`src/cser_pkg.sv`:
```
// ----------------------------------------------------------------------------
// cser_pkg
// Shared types and codes for the CPU standby event register block.
// ----------------------------------------------------------------------------
package cser_pkg;

  localparam int MAX_CPUS_DEF = 64;

  // register offsets
  localparam logic [3:0] OFF_SELECTOR = 4'd0;
  localparam logic [3:0] OFF_FLAGS    = 4'd4;
  localparam logic [3:0] OFF_COMMAND  = 4'd5;
  localparam logic [3:0] OFF_DATA     = 4'd8;

  // actions
  localparam logic [1:0] ACT_READ    = 2'd0;
  localparam logic [1:0] ACT_WRITE   = 2'd1;
  localparam logic [1:0] ACT_RESUME  = 2'd2;
  localparam logic [1:0] ACT_STANDBY = 2'd3;

  // commands
  localparam logic [1:0]  CMD_GET_NEXT   = 2'd0;
  localparam logic [1:0]  CMD_OST_EVENT  = 2'd1;
  localparam logic [1:0]  CMD_OST_STATUS = 2'd2;
  localparam logic [31:0] CMD_LIMIT      = 32'd3;

  // configuration register indexes
  localparam logic [1:0] CFG_CPU_COUNT     = 2'd0;
  localparam logic [1:0] CFG_PRESENT_MASK  = 2'd1;
  localparam logic [1:0] CFG_BOOT_CPU      = 2'd2;
  localparam logic [1:0] CFG_MACHINE_READY = 2'd3;

  typedef struct packed {
    logic load;   // latch the accepted transfer
    logic exec;   // evaluate the access
    logic step;   // one get-next search step
  } cser_cmd_t;

  typedef struct packed {
    logic need_search;
    logic search_done;
  } cser_stat_t;

endpackage

```
`src/cser_ram.sv`:
```
// ----------------------------------------------------------------------------
// cser_ram
// Generic single-write, single-read RAM with registered read data.
// ----------------------------------------------------------------------------
module cser_ram #(
  parameter int WIDTH = 32,
  parameter int DEPTH = 64,
  localparam int AW = (DEPTH > 1) ? $clog2(DEPTH) : 1
) (
  input  logic             clk,
  input  logic             we,
  input  logic [AW-1:0]    waddr,
  input  logic [WIDTH-1:0] wdata,
  input  logic [AW-1:0]    raddr,
  output logic [WIDTH-1:0] rdata
);

  logic [WIDTH-1:0] mem [DEPTH];

  always_ff @(posedge clk) begin
    if (we) begin
      mem[waddr] <= wdata;
    end
    rdata <= mem[raddr];
  end

endmodule

```
`src/cser_ctrl.sv`:
```
// ----------------------------------------------------------------------------
// cser_ctrl
// Sequencer: accept, execute, optional get-next search, deliver result.
// ----------------------------------------------------------------------------
module cser_ctrl (
  input  logic                 clk,
  input  logic                 rst,
  input  logic                 in_valid,
  output logic                 in_ready,
  output logic                 out_valid,
  input  logic                 out_ready,
  output cser_pkg::cser_cmd_t  cmd,
  input  cser_pkg::cser_stat_t stat
);
  import cser_pkg::*;

  typedef enum logic [1:0] {
    S_IDLE,
    S_EXEC,
    S_SEARCH,
    S_OUT
  } state_t;

  state_t state;

  assign cmd.load = in_valid && in_ready;
  assign cmd.exec = (state == S_EXEC);
  assign cmd.step = (state == S_SEARCH);

  always_ff @(posedge clk) begin
    if (rst) begin
      state     <= S_IDLE;
      in_ready  <= 1'b0;
      out_valid <= 1'b0;
    end else begin
      case (state)
        S_IDLE: begin
          if (in_valid && in_ready) begin
            state    <= S_EXEC;
            in_ready <= 1'b0;
          end else begin
            in_ready <= 1'b1;
          end
        end
        S_EXEC: begin
          if (stat.need_search) begin
            state <= S_SEARCH;
          end else begin
            state     <= S_OUT;
            out_valid <= 1'b1;
          end
        end
        S_SEARCH: begin
          if (stat.search_done) begin
            state     <= S_OUT;
            out_valid <= 1'b1;
          end
        end
        S_OUT: begin
          if (out_ready) begin
            state     <= S_IDLE;
            out_valid <= 1'b0;
            in_ready  <= 1'b1;
          end
        end
        default: begin
          state     <= S_IDLE;
          out_valid <= 1'b0;
          in_ready  <= 1'b1;
        end
      endcase
    end
  end

endmodule

```
`src/cser_dp.sv`:
```
// ----------------------------------------------------------------------------
// cser_dp
// Register file, per-CPU flags, OST event store, search and result registers.
// ----------------------------------------------------------------------------
module cser_dp #(
  parameter int MAX_CPUS = cser_pkg::MAX_CPUS_DEF
) (
  input  logic                 clk,
  input  logic                 rst,
  input  cser_pkg::cser_cmd_t  cmd,
  output cser_pkg::cser_stat_t stat,
  input  logic                 cfg_we,
  input  logic [1:0]           cfg_index,
  input  logic [63:0]          cfg_data,
  input  logic [1:0]           action,
  input  logic [3:0]           reg_offset,
  input  logic [31:0]          write_data,
  input  logic [5:0]           cpu_index,
  output logic [31:0]          read_data,
  output logic                 notify_host,
  output logic                 eject_valid,
  output logic [5:0]           eject_cpu,
  output logic                 ost_valid,
  output logic [5:0]           ost_cpu,
  output logic [31:0]          ost_event_code,
  output logic [31:0]          ost_status_code
);
  import cser_pkg::*;

  localparam int IDX_W = (MAX_CPUS > 1) ? $clog2(MAX_CPUS) : 1;
  localparam int CNT_W = $clog2(MAX_CPUS + 1);
  localparam logic [6:0] MAX_N7 = 7'(MAX_CPUS);

  // configuration
  logic [6:0]  cpu_count;
  logic [63:0] present_mask;
  logic [5:0]  boot_cpu;
  logic        machine_ready;

  // architectural state
  logic [31:0]         selected_cpu;
  logic [1:0]          cur_cmd;
  logic [MAX_CPUS-1:0] dc_flags;
  logic [MAX_CPUS-1:0] ej_flags;
  logic [MAX_CPUS-1:0] ev_valid;

  // latched transfer
  logic [1:0]  act_q;
  logic [3:0]  off_q;
  logic [31:0] data_q;
  logic [5:0]  cpu_q;

  // search
  logic [IDX_W-1:0] it_q;
  logic [CNT_W-1:0] k_q;
  logic [CNT_W:0]   it_inc;
  logic [CNT_W:0]   k_inc;
  logic [CNT_W:0]   live_w;
  logic             pend;

  logic [CNT_W-1:0] live_n;
  logic             s_in_range;
  logic             cpu_ok;
  logic [IDX_W-1:0] s_idx;
  logic [IDX_W-1:0] c_idx;
  logic             pres_s;
  logic [31:0]      rd_val;
  logic [31:0]      ram_q;
  logic             ram_we;
  logic             wr_in;

  assign live_n     = (cpu_count > MAX_N7) ? CNT_W'(MAX_CPUS) : cpu_count[CNT_W-1:0];
  assign live_w     = (CNT_W+1)'(live_n);
  assign s_in_range = selected_cpu < 32'(live_n);
  assign cpu_ok     = (32'(cpu_q) < 32'(live_n)) && present_mask[cpu_q];
  assign s_idx      = selected_cpu[IDX_W-1:0];
  assign c_idx      = cpu_q[IDX_W-1:0];
  assign pres_s     = present_mask[selected_cpu[5:0]];
  assign wr_in      = (act_q == ACT_WRITE) && (off_q != OFF_SELECTOR) && s_in_range;

  always_comb begin
    rd_val = 32'd0;
    if (s_in_range) begin
      if (off_q == OFF_FLAGS) begin
        rd_val = {26'd0, pres_s, 2'b00, ej_flags[s_idx], dc_flags[s_idx], 1'b0};
      end else if (off_q == OFF_DATA && cur_cmd == CMD_GET_NEXT) begin
        rd_val = selected_cpu;
      end
    end
  end

  assign pend   = dc_flags[it_q] | ej_flags[it_q];
  assign it_inc = (CNT_W+1)'(it_q) + 1'b1;
  assign k_inc  = (CNT_W+1)'(k_q) + 1'b1;

  assign stat.need_search = wr_in && (off_q == OFF_COMMAND) && (data_q < CMD_LIMIT)
                            && (data_q[1:0] == CMD_GET_NEXT);
  assign stat.search_done = pend || (k_inc == live_w);

  assign ram_we = cmd.exec && wr_in && (off_q == OFF_DATA) && (cur_cmd == CMD_OST_EVENT);

  cser_ram #(
    .WIDTH (32),
    .DEPTH (MAX_CPUS)
  ) u_ev_ram (
    .clk   (clk),
    .we    (ram_we),
    .waddr (s_idx),
    .wdata (data_q),
    .raddr (s_idx),
    .rdata (ram_q)
  );

  always_ff @(posedge clk) begin
    if (rst) begin
      cpu_count     <= 7'd64;
      present_mask  <= '1;
      boot_cpu      <= 6'd0;
      machine_ready <= 1'b0;
      selected_cpu  <= 32'd0;
      cur_cmd       <= CMD_GET_NEXT;
      dc_flags      <= '0;
      ej_flags      <= '0;
      ev_valid      <= '0;
    end else begin
      if (cfg_we) begin
        case (cfg_index)
          CFG_CPU_COUNT:     cpu_count     <= cfg_data[6:0];
          CFG_PRESENT_MASK:  present_mask  <= cfg_data;
          CFG_BOOT_CPU:      boot_cpu      <= cfg_data[5:0];
          CFG_MACHINE_READY: machine_ready <= cfg_data[0];
          default: ;
        endcase
      end
      if (cmd.exec) begin
        case (act_q)
          ACT_WRITE: begin
            if (off_q == OFF_SELECTOR) begin
              selected_cpu <= data_q;
            end else if (s_in_range) begin
              if (off_q == OFF_FLAGS) begin
                if (data_q[1]) begin
                  dc_flags[s_idx] <= 1'b0;
                end else if (data_q[2]) begin
                  ej_flags[s_idx] <= 1'b0;
                end
              end else if (off_q == OFF_COMMAND && data_q < CMD_LIMIT) begin
                cur_cmd <= data_q[1:0];
              end else if (off_q == OFF_DATA && cur_cmd == CMD_OST_EVENT) begin
                ev_valid[s_idx] <= 1'b1;
              end
            end
          end
          ACT_RESUME: begin
            if (cpu_ok && machine_ready) begin
              dc_flags[c_idx] <= 1'b1;
            end
          end
          ACT_STANDBY: begin
            if (cpu_ok) begin
              ej_flags[c_idx] <= 1'b1;
            end
          end
          default: ;
        endcase
      end
      if (cmd.step && pend) begin
        selected_cpu <= 32'(it_q);
      end
    end
  end

  always_ff @(posedge clk) begin
    if (cmd.load) begin
      act_q  <= action;
      off_q  <= reg_offset;
      data_q <= write_data;
      cpu_q  <= cpu_index;
    end
    if (cmd.exec) begin
      read_data       <= 32'd0;
      notify_host     <= 1'b0;
      eject_valid     <= 1'b0;
      eject_cpu       <= 6'd0;
      ost_valid       <= 1'b0;
      ost_cpu         <= 6'd0;
      ost_event_code  <= 32'd0;
      ost_status_code <= 32'd0;
      it_q            <= s_idx;
      k_q             <= '0;
      case (act_q)
        ACT_READ: read_data <= rd_val;
        ACT_WRITE: begin
          if (wr_in && off_q == OFF_FLAGS && !data_q[1] && !data_q[2] && data_q[3]
              && pres_s && selected_cpu[5:0] != boot_cpu) begin
            eject_valid <= 1'b1;
            eject_cpu   <= selected_cpu[5:0];
          end
          if (wr_in && off_q == OFF_DATA && cur_cmd == CMD_OST_STATUS) begin
            ost_valid       <= 1'b1;
            ost_cpu         <= selected_cpu[5:0];
            ost_event_code  <= ev_valid[s_idx] ? ram_q : 32'd0;
            ost_status_code <= data_q;
          end
        end
        ACT_RESUME:  notify_host <= cpu_ok && machine_ready;
        ACT_STANDBY: notify_host <= cpu_ok;
        default: ;
      endcase
    end
    if (cmd.step) begin
      it_q <= (it_inc < live_w) ? it_inc[IDX_W-1:0] : '0;
      k_q  <= k_inc[CNT_W-1:0];
    end
  end

endmodule

```
`src/cpu_standby_event_registers.sv`:
```
// ----------------------------------------------------------------------------
// cpu_standby_event_registers
// Firmware register window for CPU resume/standby events and OST reports.
// ----------------------------------------------------------------------------
// Input channel (in_valid/in_ready) carries one access: register read,
// register write, resume request or standby request. Output channel
// (out_valid/out_ready) returns exactly one result per access.
// One access is handled at a time: the next input transfer waits until the
// result has been taken, and the result is registered in the execute state
// before it is offered. A get-next command write adds a search that visits
// up to the live CPU count of CPUs (one flag pair per cycle).
// The OST event RAM read in the transfer cycle is ready by the execute state.
// While the receiver stalls, the result holds and in_ready stays low.
// Reset clears selector, command, all pending flags and OST event words
// (per-entry valid bits), and restores cpu_count 64, all CPUs present,
// boot CPU 0, machine not ready; in_ready rises the cycle after reset.
// Configuration writes via cfg_we take effect on the next cycle and should
// only be issued while idle.
// ----------------------------------------------------------------------------
module cpu_standby_event_registers #(
  parameter int MAX_CPUS = cser_pkg::MAX_CPUS_DEF
) (
  input  logic        clk,
  input  logic        rst,
  input  logic        cfg_we,
  input  logic [1:0]  cfg_index,
  input  logic [63:0] cfg_data,
  input  logic        in_valid,
  output logic        in_ready,
  input  logic [1:0]  action,
  input  logic [3:0]  reg_offset,
  input  logic [31:0] write_data,
  input  logic [5:0]  cpu_index,
  output logic        out_valid,
  input  logic        out_ready,
  output logic [31:0] read_data,
  output logic        notify_host,
  output logic        eject_valid,
  output logic [5:0]  eject_cpu,
  output logic        ost_valid,
  output logic [5:0]  ost_cpu,
  output logic [31:0] ost_event_code,
  output logic [31:0] ost_status_code
);
  import cser_pkg::*;

  cser_cmd_t  cmd;
  cser_stat_t stat;

  cser_ctrl u_ctrl (
    .clk       (clk),
    .rst       (rst),
    .in_valid  (in_valid),
    .in_ready  (in_ready),
    .out_valid (out_valid),
    .out_ready (out_ready),
    .cmd       (cmd),
    .stat      (stat)
  );

  cser_dp #(
    .MAX_CPUS (MAX_CPUS)
  ) u_dp (
    .clk             (clk),
    .rst             (rst),
    .cmd             (cmd),
    .stat            (stat),
    .cfg_we          (cfg_we),
    .cfg_index       (cfg_index),
    .cfg_data        (cfg_data),
    .action          (action),
    .reg_offset      (reg_offset),
    .write_data      (write_data),
    .cpu_index       (cpu_index),
    .read_data       (read_data),
    .notify_host     (notify_host),
    .eject_valid     (eject_valid),
    .eject_cpu       (eject_cpu),
    .ost_valid       (ost_valid),
    .ost_cpu         (ost_cpu),
    .ost_event_code  (ost_event_code),
    .ost_status_code (ost_status_code)
  );

endmodule

```
`config.mk`:
```
export PLATFORM = sky130hd
export DESIGN_NAME = cpu_standby_event_registers
export DESIGN_NICKNAME = d
export VERILOG_FILES = /design/src/cser_pkg.sv /design/src/cser_ram.sv /design/src/cser_ctrl.sv /design/src/cser_dp.sv /design/src/cpu_standby_event_registers.sv
export SDC_FILE = /design/constraint.sdc
export NUM_CORES = 2
export LEC_CHECK = 0
export ABC_AREA = 1
export BUFFER_PORTS_ARGS = -buffer_cell sky130_fd_sc_hd__buf_2
export CAP_MARGIN = 0
export CORE_MARGIN = 10
export CORE_UTILIZATION = 40
export DETAILED_ROUTE_END_ITERATION = 6
export GPL_TIMING_DRIVEN = 1
export SLEW_MARGIN = 20
export SYNTH_ARGS = -nofsm -noshare
export SYNTH_HDL_FRONTEND = slang
export SYNTH_SLANG_ARGS = --single-unit
```
`constraint.sdc`:
```
create_clock -name clk -period 11.8 [get_ports clk]
set_input_delay 0 -clock clk [delete_from_list [all_inputs] [get_ports clk]]
set_output_delay 0 -clock clk [all_outputs]
set_load 0.05 [all_outputs]
```
# [Word level (Yosys, flattened, before mapping)]
# Memories as Yosys holds them, arrays and structs flattened. A register that Yosys moved wholly into a read port is not among the register bits.
# Cells that the tools add are included.
[op_classes] add_sub_neg=2 multipliers=0 div=0 order_cmp=10 eq_ne=28 shift=0 mux=60 bitwise=13 n_reduce_logical=62
[op_table] cell="64-bit two-way mux" count=11
[op_table] cell="64-bit one-hot mux with 2 select lines" count=2
[op_table] cell="64-bit bitwise OR" count=3
[op_table] cell="64-bit bitwise AND" count=2
[op_table] cell="64-bit inverter" count=1
[op_table] cell="6-bit two-way mux" count=9
[op_table] cell="1-bit binary-select mux with 6-bit select" count=7
[op_table] cell="32-bit by 2-bit less-than comparator with 1-bit output (second input constant)" count=1
[op_table] cell="32-bit by 7-bit less-than comparator with 1-bit output" count=1
[op_table] cell="1-bit logical AND" count=25
[op_table] cell="6-bit by 7-bit less-than comparator with 1-bit output (second input constant)" count=3
[op_table] cell="7-bit two-way mux" count=3
[op_table] cell="1-bit two-way mux" count=19
[op_table] cell="2-bit AND reduction" count=8
[op_table] cell="2-bit equality test (second input constant)" count=7
[op_table] cell="2-bit inequality test (second input constant)" count=7
[op_table] cell="7-bit AND reduction" count=2
[op_table] cell="2-bit nonzero test" count=7
[op_table] cell="1-bit demux with 6-bit select" count=2
[op_table] cell="6-bit by 1-bit >= comparator with 1-bit output (second input constant)" count=2
[op_table] cell="3-bit AND reduction" count=4
[op_table] cell="2-bit logical NOT" count=5
[op_table] cell="2-bit by 1-bit inequality test with 1-bit output (second input constant)" count=5
[op_table] cell="7-bit by 1-bit adder with 8-bit output (second input constant)" count=1
[op_table] cell="other kinds (25)" count=38
[word_totals] ff_bits=476 latch_bits=0 ramBits=2048 mem_bits_ro=0 in_bits=115 output_inout_bits=113 elab_cells=204 memories=1
[memory_table] name="u_dp.u_ev_ram.mem" words=64 word_bits=32 rd=1 rd_ports_with_merged_regs=1 wr=1 line_no="cser_ram.sv:18" text="logic [WIDTH-1:0] mem [DEPTH];"

# [Longest topological paths before layout]
[depth] word_depth=12 depth_mapped=19 mapped_depth_nobuf=18

# [Modules after synthesis]
# A second synthesis with hierarchy kept.
[unflattened] cells_unflattened=10013 hier_area_um2=106284.4
[modules_own_cells] module="cser_ram" n_inst=1 cells_each=6785 area_each_um2=82785.6 seq_area_each_um2=62139.6
[modules_own_cells] module="cser_dp" n_inst=1 cells_each=3181 area_each_um2=23189.7 seq_area_each_um2=11130.7
[modules_own_cells] module="cser_ctrl" n_inst=1 cells_each=47 area_each_um2=309.0 seq_area_each_um2=80.1

# [Least setup slack after synthesis]
# No wires, ideal clock.
[synth_timing] path_type="flip-flop to flip-flop" start="register u_ctrl.state[1]" end="memory u_dp.u_ev_ram.mem[10][0] (enable)" setup_time_ns=0.461 arrival_ns=6.126 required_time_ns=11.339 setup_slack_ns=5.213 path_stages_with_launch=7 path_buffers=2 period_less_slack_ns=6.587 path_cell_list="dfxtp_1 inv_1 ha_1 clkbuf_1 nand4_1 clkbuf_1 nor3_1"
[synth_between] elab_chain_cells=6
[synth_lines] item="from (decl)" line_no="cser_ctrl.sv:24" text="state_t state;"
[synth_lines] item="from (signal assigned)" line_no="cser_ctrl.sv:32" text="state <= S_IDLE;"
[synth_lines] item="from (signal assigned)" line_no="cser_ctrl.sv:39" text="state <= S_EXEC;"
[synth_lines] item="from (signal assigned)" line_no="cser_ctrl.sv:47" text="state <= S_SEARCH;"
[synth_lines] item="2-bit by 1-bit equality test with 1-bit output" line_no="cser_ctrl.sv:27" text="assign cmd.exec = (state == S_EXEC);"
[synth_lines] item="1-bit logical AND (3 in a row)" line_no="cser_dp.sv:100" text="assign ram_we = cmd.exec && wr_in && (off_q == OFF_DATA) && (cur_cmd == CMD_OST_EVENT);"
[synth_lines] item="1-bit two-way mux" line_no="cser_ram.sv:21" text="if (we) begin"
[synth_lines] item="1-bit two-way mux (implied by the code)" line_no="cser_ram.sv:22" text="mem[waddr] <= wdata;"
[synth_lines] item="to (decl)" line_no="cser_ram.sv:18"
# Every way passes these cells.

==> impl_metrics.ini <==
[sta]
fmax_mhz = 201
timing.final.crit_share_pct = 42.2
drv_slew = 0
worst_clock_skew_ns = 0.0919
hold_violations = 0
rsz0062_at_grt = false
finalSetupViolCount = 0
slew_headroom_pct = 20.4
tightest_slew_ns = 1.19
finalSetupTns_ns = 0
final.min_clock_period_ns = 4.98

[cts]
numCtsBuffers = 238
cts.sinks = 2556
cts_tree = yes
clk_latency_ns = 0.91
cts_buffer_depth = 3
h-tree-depth = 4
cts_setup_buffers = 0
root_buffer = clkbuf_16
clk_pin_slew_worst_paths_ns = 0.07

[final_layout]
drive_above_1_share_pct = 10.5
syn2layout_area_growth_pct = 16.6
layout.nets = 8479
final_area_sq_um = 116000
fin_cells = 11900

[yosys]
synth_top_cell_by_area = edfxtp_1
postSynthAreaPerCell_sq_um = 12.7
ys_types = 53
syn-cell-area_sq_um = 99200
synth_seq_area_share_pct = 73.9
synth_edf_count = 2216
synthFlopType = edfxtp_1
synth_async_sr_flop_share_pct = 0
synth_warnings = 0
synth_seq_cells = 2556
synthTopCellsByArea = edfxtp_1 67%, dfxtp_1 6.9%, nand2_1 6.1%
synthCells = 7806
synth_top_area_share_pct = 67.0

[worst_hold_path]
hold_path.class = in -> reg
min-delay-start = cfg_data[1]
holdPathEnd = u_dp.boot_cpu[1]
hold_depth = 4

[setup_path]
critical_path.max_stage_delay_ns = 0.65
path_common_cell = nand4_1
worstPathMaxFanout = 109
r2r_slack_ns = 6.82
cp_slowest_cell = buf_4
cp_cell_sequence = inv_2 -> nand3_4 -> buf_4 -> inv_8 -> buf_12 -> a22oi_1 -> nand4_1 -> nand2_1 -> nand4_1 -> or2_1
crit_buf_inv = 4
critical_path.top_delay_family = simple AND/OR/NAND/NOR gates
r2r_cells = 10
arrival_ns = 5.74
cp-end-kind = flop
reg2reg_from = u_dp.selected_cpu[1]
critical_path.reg2reg.endpoint = u_dp.u_ev_ram.rdata[12]
startpoint_type = flop
crit_type = reg -> reg
required_ns = 12.57

[route]
ant_nets = 0
drc = 11
first_pass_iters = 7
first_iter_violations = 11400
dr_total_vias = 69800
wire_per_inst_microns = 28.8
viasPerCell = 5.88
drt_wl_total_mm = 342

[global_routing]
grt_overflow = 0
grt_pass1_wl_mm = 486
first_global_vias = 67000
grt_max_degree = 110
grt_usage_pct = 24.4
antenna_found_initial = 20

[run_status]
violations = design-rule violations
status = complete, but fails checks

[floorplan]
start_util_pct = 40.3
dieArea_sq_um = 268000
die_h_microns = 518
pin_count = 228
rows = 182
core_sq_um = 246000
die_x_microns = 518

[placed_design]
portBuffers = 227
place_inst = 11100
dp_hpwl_mm = 183
placed_area_sq_um = 105000
gp_congestion = 0.911

[pwr]
ir_drop_v = 0.000198
cellLeakagePower_uw = 0.0394
power.density_nw_per_um2 = 206

[job]
cap_violations = 0
## placed cells by master, fill, tap and decap left out, types with 28 or more instances in the layout
master            n
nor2_1          580
clkbuf_1         60
a22oi_1         321
o21ai_0         438
nand2_1        1607
a221oi_1        211
clkinv_2         48
buf_4           187
nand4_1         253
o22ai_1          87
edfxtp_1       2216
nand3_1         279
buf_2           226
nor3_2           70
a21oi_1         227
a22o_1           85
dfxtp_1         340
clkinv_1         43
a211oi_1         28
nor3_1           28
dlygate4sd3_1   304
clkbuf_16       238
inv_1           364
## area by class of cell
class / count / area (sq um)
sequential: 2556 / 73400
tap: 3312 / 4140
clock inverter: 137 / 1580
multi-input combinational: 4430 / 22900
clock buffer: 315 / 6410
fill: 21500 / 131000
antenna: 24 / 60.1
inverter: 391 / 1530
timing repair buffer: 724 / 5710
## what timing repair did
item	CTS	global route
resized for setup	0	0
hold buffers	304	0
endpoints found under the hold margin	247	0
## metrics by stage
stage | hold slack (ns) | utilization [%] | total power (uW) | setup WS, ns
final | 0.113 | 47.0 | 23800 | 6.82
after global routing | 0.0976 | 47.0 | 24500 | 6.73
after CTS | 0.0585 | 46.9 | 23800 | 6.95
after detailed placement | 0.178 | 42.5 | 15900 | 6.95
after global placement | 0.176 | 42.5 | 15900 | 7.01
after floorplan | 0.0989 | - | 13700 | 5.21
## registers in the layout, summed over array words and instances, names as in the netlist, 2 cells and up
name                  count
u_dp.ej_flags            64
u_dp.off_q                4
u_dp.k_q                  7
u_dp.u_ev_ram.mem      2048
u_dp.selected_cpu        32
u_dp.cur_cmd              2
u_dp.ost_event_code      32
u_dp.it_q                 6
u_dp.ev_valid            64
u_dp.boot_cpu             6
u_dp.u_ev_ram.rdata      32
u_dp.dc_flags            64
u_dp.c_idx                6
u_dp.present_mask        64
u_dp.ost_status_code     32
u_dp.read_data           32
u_dp.data_q              32
u_dp.eject_cpu            6
u_dp.act_q                2
u_dp.cpu_count            7
u_dp.ost_cpu              6
u_ctrl.state              2
## where the power goes
part	leakage (uW)	internal (uW)	total [uW]	switching [uW]
clock	0.00390	4430	7900	3470
combinational	0.0128	1330	5340	4010
sequential	0.0227	10300	10600	285
total	0.0394	16000	23800	7770
## routing by layer
metal / GRT usage (%) / wire, microns / vias up
met5: 0 / 82 / -
met1: 34.0 / 136000 / 34900
met4: 8.73 / 12800 / 6
li1: - / - / 29700
met3: 4.93 / 39000 / 641
met2: 37.8 / 154000 / 4585
## tightest hold or removal path: stages
cell and delay, ns:
dlygate4sd3_1 0.51, buf_2 0.16, o21ai_0 0.11, a21oi_1 0.14
## cell usage after synthesis (all sizes together), types with 5 or more instances
master,count
nand2,1612
o22ai,87
nor2,582
o2111ai,7
o2bb2ai,24
nand3,293
o31ai,12
inv,386
buf,242
a22o,85
o21ai,449
nand4,254
o211ai,16
clkbuf,211
a21oi,227
clkinv,5
xor2,6
ha,23
or2,25
o221ai,6
dfxtp,340
a31oi,6
edfxtp,2216
a221oi,211
a211oi,28
and3,10
nor3,102
a22oi,321
## logic make-up after synthesis
| family | after synthesis | share of synthesized area, % |
|---|---|---|
| adders and majority gates | 23 | 0.290 |
| other | 1 | 0.00378 |
| and+or+nand+nor | 2885 | 12.3 |
| DFF | 2556 | 73.9 |
| buffers and inverters | 844 | 3.59 |
| xor gates and xnor gates | 6 | 0.0529 |
| AOI/OAI and AO/OA | 1491 | 9.88 |
## worst max path at each step
| stage | startpoint | end | depth (start not counted) |
|---|---|---|---|
| after floorplan | u_ctrl.state[1] | u_dp.u_ev_ram.mem[10][0] | 6 |
| after global placement | u_dp.selected_cpu[1] | u_dp.u_ev_ram.rdata[12] | 10 |
| after detailed placement | u_dp.selected_cpu[1] | u_dp.u_ev_ram.rdata[12] | 10 |
| after CTS | u_dp.selected_cpu[1] | u_dp.u_ev_ram.rdata[12] | 10 |
| after global routing | u_dp.selected_cpu[1] | u_dp.u_ev_ram.rdata[12] | 10 |
| final | u_dp.selected_cpu[1] | u_dp.u_ev_ram.rdata[12] | 10 |
No activity file was read; power rests on OpenSTA's default activity.
